## config.mk

```make
export PLATFORM = sky130hd
export DESIGN_NAME = lru_page_replacement
export DESIGN_NICKNAME = d
export VERILOG_FILES = /design/src/hw/rtl/lrup_pkg.sv /design/src/hw/rtl/lrup_cell.sv /design/src/hw/rtl/lru_page_replacement.sv
export SDC_FILE = /design/constraint.sdc
export NUM_CORES = 2
export LEC_CHECK = 0
export BUFFER_PORTS_ARGS = -buffer_cell sky130_fd_sc_hd__buf_2
export CAP_MARGIN = 20
export CORE_MARGIN = 5
export CORE_UTILIZATION = 55
export DETAILED_ROUTE_END_ITERATION = 10
export PLACE_DENSITY_LB_ADDON = 0.3
export SLEW_MARGIN = 20
export SYNTH_ARGS = -nofsm -noshare
export SYNTH_HDL_FRONTEND = slang
export SYNTH_HIERARCHICAL = 1
export SYNTH_SLANG_ARGS = --single-unit
```

## constraint.sdc

```tcl
create_clock -name clk -period 6.8 [get_ports clk]
set_clock_uncertainty 0.05 [all_clocks]
set_input_delay 1.36 -clock clk [delete_from_list [all_inputs] [get_ports clk]]
set_output_delay 1.36 -clock clk [all_outputs]
set_load 0.05 [all_outputs]
```

## src/hw/rtl/lrup_pkg.sv

```systemverilog
`timescale 1ns / 1ps
`default_nettype none

package lrup_pkg;

  // fixed field widths
  localparam int unsigned PAGE_BITS      = 16;
  localparam int unsigned CFG_W          = 5;
  localparam int unsigned SLOT_OUT_W     = 4;
  localparam int unsigned FAULT_W        = 32;
  localparam int unsigned MAX_FRAMES_DEF = 16;
  localparam logic [CFG_W-1:0] FRAMES_RST = CFG_W'(4);

  // command codes
  localparam logic CMD_REF   = 1'b0;
  localparam logic CMD_CLEAR = 1'b1;

  // input request
  typedef struct packed {
    logic                 cmd;
    logic [PAGE_BITS-1:0] page_number;
    logic                 last_ref;
  } in_req_t;

  // result
  typedef struct packed {
    logic                  hit;
    logic [SLOT_OUT_W-1:0] frame_slot;
    logic                  evicted_valid;
    logic [PAGE_BITS-1:0]  evicted_page;
    logic [FAULT_W-1:0]    fault_total;
    logic                  final_count;
  } out_rsp_t;

  // priority flags rippling along the cell row
  typedef struct packed {
    logic hit;
    logic empty;
    logic lru;
  } prio_t;

  // control from the sequencer to every cell
  typedef struct packed {
    logic srch;
    logic upd;
    logic clr;
    logic use_hit;
    logic use_empty;
    logic use_lru;
  } cell_ctl_t;

endpackage

`default_nettype wire

```

## src/hw/rtl/lrup_cell.sv

```systemverilog
`timescale 1ns / 1ps
`default_nettype none

module lrup_cell #(
  parameter int unsigned N      = 16,
  parameter int unsigned IDX    = 0,
  parameter int unsigned RANK_W = 4,
  parameter int unsigned SLOT_W = 4
) (
  input  logic                            clk,
  input  logic                            rst_n,
  input  lrup_pkg::cell_ctl_t             ctl,
  input  logic                            active,
  input  logic [lrup_pkg::PAGE_BITS-1:0]  req_page,
  input  logic [N-1:0]                    cand_all,
  input  logic [N-1:0][RANK_W-1:0]        rank_all,
  input  logic [RANK_W-1:0]               new_rank,
  input  logic [RANK_W-1:0]               old_rank,
  input  lrup_pkg::prio_t                 prio_i,
  output lrup_pkg::prio_t                 prio_o,
  input  logic [lrup_pkg::PAGE_BITS-1:0]  page_i,
  output logic [lrup_pkg::PAGE_BITS-1:0]  page_o,
  input  logic [RANK_W-1:0]               rank_i,
  output logic [RANK_W-1:0]               rank_o,
  input  logic [SLOT_W-1:0]               slot_i,
  output logic [SLOT_W-1:0]               slot_o,
  output logic                            cand,
  output logic [RANK_W-1:0]               rank
);

  import lrup_pkg::*;

  logic                 valid_r, valid_nxt;
  logic [PAGE_BITS-1:0] page_r, page_nxt;
  logic [RANK_W-1:0]    rank_r, rank_nxt;
  logic                 fhit_r, fempty_r, flru_r;
  logic                 match, empty, lower, lru, sel, promote;

  assign cand = valid_r & active;
  assign rank = rank_r;

  // local compare against the request and the other ranks
  always_comb begin
    lower = 1'b0;
    for (int j = 0; j < int'(N); j++) begin
      if (cand_all[j] && (rank_all[j] < rank_r)) begin
        lower = 1'b1;
      end
    end
    match = valid_r & active & (page_r == req_page);
    empty = active & ~valid_r;
    lru   = valid_r & active & ~lower;
  end

  // first-in-row priority handed to the right neighbor
  assign prio_o.hit   = prio_i.hit   | match;
  assign prio_o.empty = prio_i.empty | empty;
  assign prio_o.lru   = prio_i.lru   | lru;

  // selection and data handed along the row
  assign sel     = (ctl.use_hit & fhit_r) | (ctl.use_empty & fempty_r) | (ctl.use_lru & flru_r);
  assign promote = ctl.use_hit | ctl.use_lru;
  assign page_o  = page_i | (sel ? page_r : '0);
  assign rank_o  = rank_i | (sel ? rank_r : '0);
  assign slot_o  = slot_i | (sel ? SLOT_W'(IDX) : '0);

  // frame update
  always_comb begin
    valid_nxt = valid_r;
    page_nxt  = page_r;
    rank_nxt  = rank_r;
    if (ctl.upd) begin
      if (ctl.clr) begin
        valid_nxt = 1'b0;
        page_nxt  = '0;
        rank_nxt  = '0;
      end else if (sel) begin
        valid_nxt = 1'b1;
        page_nxt  = req_page;
        rank_nxt  = new_rank;
      end else if (promote && valid_r && (rank_r > old_rank)) begin
        rank_nxt = rank_r - RANK_W'(1);
      end
    end
  end

  always_ff @(posedge clk) begin
    if (!rst_n) begin
      valid_r  <= 1'b0;
      fhit_r   <= 1'b0;
      fempty_r <= 1'b0;
      flru_r   <= 1'b0;
    end else begin
      valid_r <= valid_nxt;
      if (ctl.srch) begin
        fhit_r   <= match & ~prio_i.hit;
        fempty_r <= empty & ~prio_i.empty;
        flru_r   <= lru   & ~prio_i.lru;
      end
    end
  end

  always_ff @(posedge clk) begin
    page_r <= page_nxt;
    rank_r <= rank_nxt;
  end

endmodule

`default_nettype wire

```

## src/hw/rtl/lru_page_replacement.sv

```systemverilog
`timescale 1ns / 1ps
`default_nettype none
// an accepted request is registered, searched in the search state, then its result is written to the output register
// a new request is taken only when idle or as the update state fires, after the search state (page compare and
//   rank compare in every frame cell) and the update state of the cell row for the request before it
// a held result stalls the update state, and with it the next request
// reset (synchronous, rst_n low): table empty, fault count zero, frames_in_use 4

module lru_page_replacement #(
  parameter int unsigned MAX_FRAMES = lrup_pkg::MAX_FRAMES_DEF
) (
  input  logic                        clk,
  input  logic                        rst_n,
  input  logic                        in_valid,
  output logic                        in_stall,
  input  lrup_pkg::in_req_t           in_req,
  output logic                        out_valid,
  input  logic                        out_stall,
  output lrup_pkg::out_rsp_t          out_rsp,
  input  logic                        cfg_we,
  input  logic [lrup_pkg::CFG_W-1:0]  cfg_wdata
);

  import lrup_pkg::*;

  localparam int unsigned SLOT_W = (MAX_FRAMES > 1) ? $clog2(MAX_FRAMES) : 1;
  localparam int unsigned RANK_W = SLOT_W;
  localparam int unsigned CNT_W  = $clog2(MAX_FRAMES + 1);

  typedef enum logic [2:0] {
    ST_IDLE = 3'b001,
    ST_SRCH = 3'b010,
    ST_UPD  = 3'b100
  } state_t;

  state_t               state_r, state_nxt;
  in_req_t              req_r;
  logic [CFG_W-1:0]     frames_r;
  logic [CNT_W-1:0]     vcnt_r, vcnt_nxt;
  logic [FAULT_W-1:0]   faults_r, faults_nxt;
  logic                 any_hit_r, any_empty_r;
  logic                 out_valid_r;
  out_rsp_t             out_r, rsp_nxt;

  logic                 out_free, in_take, upd_fire;
  cell_ctl_t            ctl;
  logic [RANK_W-1:0]    new_rank;

  logic [MAX_FRAMES-1:0]             active;
  logic [MAX_FRAMES-1:0]             cand_all;
  logic [MAX_FRAMES-1:0][RANK_W-1:0] rank_all;
  prio_t                             prio_c [MAX_FRAMES+1];
  logic [PAGE_BITS-1:0]              page_c [MAX_FRAMES+1];
  logic [RANK_W-1:0]                 rank_c [MAX_FRAMES+1];
  logic [SLOT_W-1:0]                 slot_c [MAX_FRAMES+1];

  // handshake
  assign out_free  = ~out_valid_r | ~out_stall;
  assign in_stall  = ~((state_r == ST_IDLE) | ((state_r == ST_UPD) & out_free));
  assign in_take   = in_valid & ~in_stall;
  assign upd_fire  = (state_r == ST_UPD) & out_free;
  assign out_valid = out_valid_r;
  assign out_rsp   = out_r;

  // sequencer
  always_comb begin
    state_nxt = state_r;
    unique case (state_r)
      ST_IDLE: if (in_take) state_nxt = ST_SRCH;
      ST_SRCH: state_nxt = ST_UPD;
      ST_UPD: begin
        if (upd_fire) state_nxt = in_take ? ST_SRCH : ST_IDLE;
      end
      default: state_nxt = ST_IDLE;
    endcase
  end

  // cell control
  always_comb begin
    ctl.srch      = (state_r == ST_SRCH);
    ctl.upd       = upd_fire;
    ctl.clr       = (req_r.cmd == CMD_CLEAR);
    ctl.use_hit   = any_hit_r;
    ctl.use_empty = ~any_hit_r & any_empty_r;
    ctl.use_lru   = ~any_hit_r & ~any_empty_r;
    new_rank      = ctl.use_empty ? RANK_W'(vcnt_r) : RANK_W'(vcnt_r - CNT_W'(1));
  end

  // row of frame cells
  assign prio_c[0] = '0;
  assign page_c[0] = '0;
  assign rank_c[0] = '0;
  assign slot_c[0] = '0;

  for (genvar i = 0; i < int'(MAX_FRAMES); i++) begin : g_cell
    // frame 0 is always in use, so a zero count acts as one
    assign active[i] = (i == 0) || (32'(i) < 32'(frames_r));

    lrup_cell #(
      .N      (MAX_FRAMES),
      .IDX    (i),
      .RANK_W (RANK_W),
      .SLOT_W (SLOT_W)
    ) u_cell (
      .clk      (clk),
      .rst_n    (rst_n),
      .ctl      (ctl),
      .active   (active[i]),
      .req_page (req_r.page_number),
      .cand_all (cand_all),
      .rank_all (rank_all),
      .new_rank (new_rank),
      .old_rank (rank_c[MAX_FRAMES]),
      .prio_i   (prio_c[i]),
      .prio_o   (prio_c[i+1]),
      .page_i   (page_c[i]),
      .page_o   (page_c[i+1]),
      .rank_i   (rank_c[i]),
      .rank_o   (rank_c[i+1]),
      .slot_i   (slot_c[i]),
      .slot_o   (slot_c[i+1]),
      .cand     (cand_all[i]),
      .rank     (rank_all[i])
    );
  end

  // counters and result
  always_comb begin
    vcnt_nxt   = vcnt_r;
    faults_nxt = faults_r;
    rsp_nxt    = '0;
    if (ctl.clr) begin
      vcnt_nxt   = '0;
      faults_nxt = '0;
    end else begin
      if (ctl.use_empty) vcnt_nxt = vcnt_r + CNT_W'(1);
      if (!ctl.use_hit && (faults_r != {FAULT_W{1'b1}})) begin
        faults_nxt = faults_r + FAULT_W'(1);
      end
      rsp_nxt.hit           = ctl.use_hit;
      rsp_nxt.frame_slot    = SLOT_OUT_W'(slot_c[MAX_FRAMES]);
      rsp_nxt.evicted_valid = ctl.use_lru;
      rsp_nxt.evicted_page  = ctl.use_lru ? page_c[MAX_FRAMES] : '0;
      rsp_nxt.fault_total   = faults_nxt;
      rsp_nxt.final_count   = req_r.last_ref;
    end
  end

  // control registers
  always_ff @(posedge clk) begin
    if (!rst_n) begin
      state_r     <= ST_IDLE;
      frames_r    <= FRAMES_RST;
      vcnt_r      <= '0;
      faults_r    <= '0;
      any_hit_r   <= 1'b0;
      any_empty_r <= 1'b0;
      out_valid_r <= 1'b0;
    end else begin
      state_r <= state_nxt;
      if (cfg_we) frames_r <= cfg_wdata;
      if (ctl.srch) begin
        any_hit_r   <= prio_c[MAX_FRAMES].hit;
        any_empty_r <= prio_c[MAX_FRAMES].empty;
      end
      if (upd_fire) begin
        vcnt_r      <= vcnt_nxt;
        faults_r    <= faults_nxt;
        out_valid_r <= 1'b1;
      end else if (out_valid_r && !out_stall) begin
        out_valid_r <= 1'b0;
      end
    end
  end

  // payload registers
  always_ff @(posedge clk) begin
    if (in_take) req_r <= in_req;
    if (upd_fire) out_r <= rsp_nxt;
  end

endmodule

`default_nettype wire

```

==> impl_metrics.tcl <==
set metrics [dict create \
    finalSetupTns_ns 0 \
    finalNetCount 6205 \
    initial_utilization_pct 55.4 \
    cts_buffer_depth 3 \
    firstDrtPassIters 9 \
    status "finished clean" \
    htreeDepth 2 \
    tightest_slew_ns 1.09 \
    cellPowerDensity_nw_per_um2 128 \
    setup_viol 0 \
    port_buffers 84 \
    gp_congestion 0.993 \
    max_cap_violations 0 \
    rows 109 \
    ctsResizeCount 0 \
    drc 0 \
    multi_input_area_um2 33400 \
    slew_violations 0 \
    cp_slowest_cell "or3_1" \
    grt_pass1_wl_mm 270 \
    fp.dieW_um 308 \
    cts_hold_buf 0 \
    grt_max_degree 107 \
    cts_made_buffers 53 \
    fmax_mhz 156 \
    ios 85 \
    syn-instance-count 5144 \
    drive_above_1_share_pct 9.11 \
    core_um2 88200 \
    cpLargestDelayFamily "simple AND/OR/NAND/NOR gates" \
    area_delta_synth_final_pct 8.78 \
    cts-root-buf "clkbuf_16" \
    post_dp_cell_area_um2 51500 \
    wire_per_inst_um 28.2 \
    period_share_pct 94.5 \
    synth_warnings 6 \
    seqCellArea_um2 14000 \
    vias_per_cell 6.79 \
    cts_tree "yes" \
    required_ns 7.21 \
    crit_path_cell_trace "or3_1 -> or2_2 -> and2_1 -> and3_1 -> or2_2 -> or2_2 -> or2_2 -> or2_2 -> or2_2 -> or2_2 -> or2_2 -> or2_2 -> or2_2 -> or2_2 -> or2_2 -> or2_2 -> or2_2 -> or2_2 -> or2_2 -> nand2_1 -> a21oi_1" \
    final_area_um2 53100 \
    cpPeakStageDelay_ns 0.43 \
    cp-start-kind "flip-flop" \
    grt_overflow 0 \
    ff2ff_path_depth 21 \
    max-vdd-ir-drop_v 0.000231 \
    min_path_type "reg -> reg" \
    critPathMaxFanout 8 \
    hold_viol 0 \
    path_class "reg -> reg" \
    die_area_um2 94900 \
    finalWirelength_mm 184 \
    rsz0062_at_grt "no" \
    die_h_um 308 \
    fill_cells 7501 \
    p_leak_nw 22.2 \
    cp.depth 21 \
    avgSynthCellArea_um2 9.50 \
    path_clk_slew_ns 0.07 \
    clock_latency_ns 0.63 \
    ant_nets 0 \
    dp_hpwl_mm 123 \
    worstPathArrival_ns 6.83 \
    slew_headroom_pct 26.4 \
    clock_sinks 504 \
    track_usage_pct 37.3 \
    route.vias.total 44400 \
    layout.cells.non_filler 6539 \
    crit_top_cell "or2_2" \
    crit_buf_inv 0 \
    whs_path_depth 2 \
    drtIter0Drc 5498 \
    dp.cells 6436 \
    fin_crit_ns 6.42 \
    first_global_vias 41700 \
    antenna_found_initial 11 \
    post-cts-setup-buffers 0 \
    synthesis.area_um2 48800 \
    hold_slack_ns 0.436 \
    end_kind "flip-flop" \
]
==> per-stage QoR <==
stage | util, % | setup slack, ns | total power [W]
2_1_floorplan | - | 0.524 | 0.00388
3_3_place_gp | 58.3 | 0.474 | 0.00404
3_5_place_dp | 58.4 | 0.467 | 0.00406
4_1_cts | 60.2 | 0.435 | 0.00683
5_1_grt | 60.2 | 0.183 | 0.00701
6_report | 60.2 | 0.375 | 0.00683
==> report_power, final <==
part / switching [W] / leakage (nW) / internal (W)
Sequential: 0.0000157 / 4.47 / 0.00333
Combinational: 0.000393 / 16.9 / 0.000266
Clock: 0.00130 / 0.789 / 0.00152
==> metal layers <==
layer / global-route usage (%) / part of all wire, %
met5: 0 / 0.012
met3: 8.19 / 12
met1: 50.3 / 40
met4: 19.3 / 6.6
met2: 56.3 / 42
==> cell type report <==
cell class | instances | share of cell area (%)
inverter | 219 | 1.56
multi-input combinational | 4280 | 62.8
timing repair buffer | 268 | 3.42
clock inverter | 32 | 0.476
tap | 1165 | 2.74
antenna | 8 | 0.0377
clock buffer | 63 | 2.59
sequential | 504 | 26.4
==> final timing paths <==
path                                          startpoint                       end  slack (ns)
worst max-delay path                         frames_r[2]                 any_hit_r        0.38
worst min-delay path            g_cell[11].u_cell/fhit_r  g_cell[11].u_cell/fhit_r        0.44
worst min register to register  g_cell[11].u_cell/fhit_r  g_cell[11].u_cell/fhit_r        0.44
worst max register to register               frames_r[2]                 any_hit_r        0.38
==> worst reg2reg max path: cells and delay by family, from the launching register on <==
kind | cells | cell delay, ns
AO/OA/AOI/OAI | 1 | 0.08
AND/OR/NAND/NOR | 20 | 5.76
flip-flops | 1 | 0.38
==> registers in the layout, summed over array words and instances, names as in the netlist, 5 cells and up <==
register and count:
out_rsp 55, frames_r 5, g_cell.u_cell/flru_r 16, g_cell.u_cell/fhit_r 16, req_r 17, g_cell.u_cell/fempty_r 16, g_cell.u_cell/rank 64, g_cell.u_cell/valid_r 16
faults_r 32, g_cell.u_cell/page_r 256
==> placed cells by master, fill, tap and decap left out, types with 80 or more instances in the layout <==
cell       count
o21ai_0      172
nand2_1      200
inv_1        217
o211ai_1      80
o2111ai_1    102
nor2_1       200
a21oi_1      185
nand2b_1     321
ha_1         851
buf_4        184
nor2b_1      343
nor3_1       124
dfxtp_1      110
a21o_1       339
xnor2_1      291
buf_2         83
nand4_1       91
edfxtp_1     393
Power figures use the tool's default switching activity.
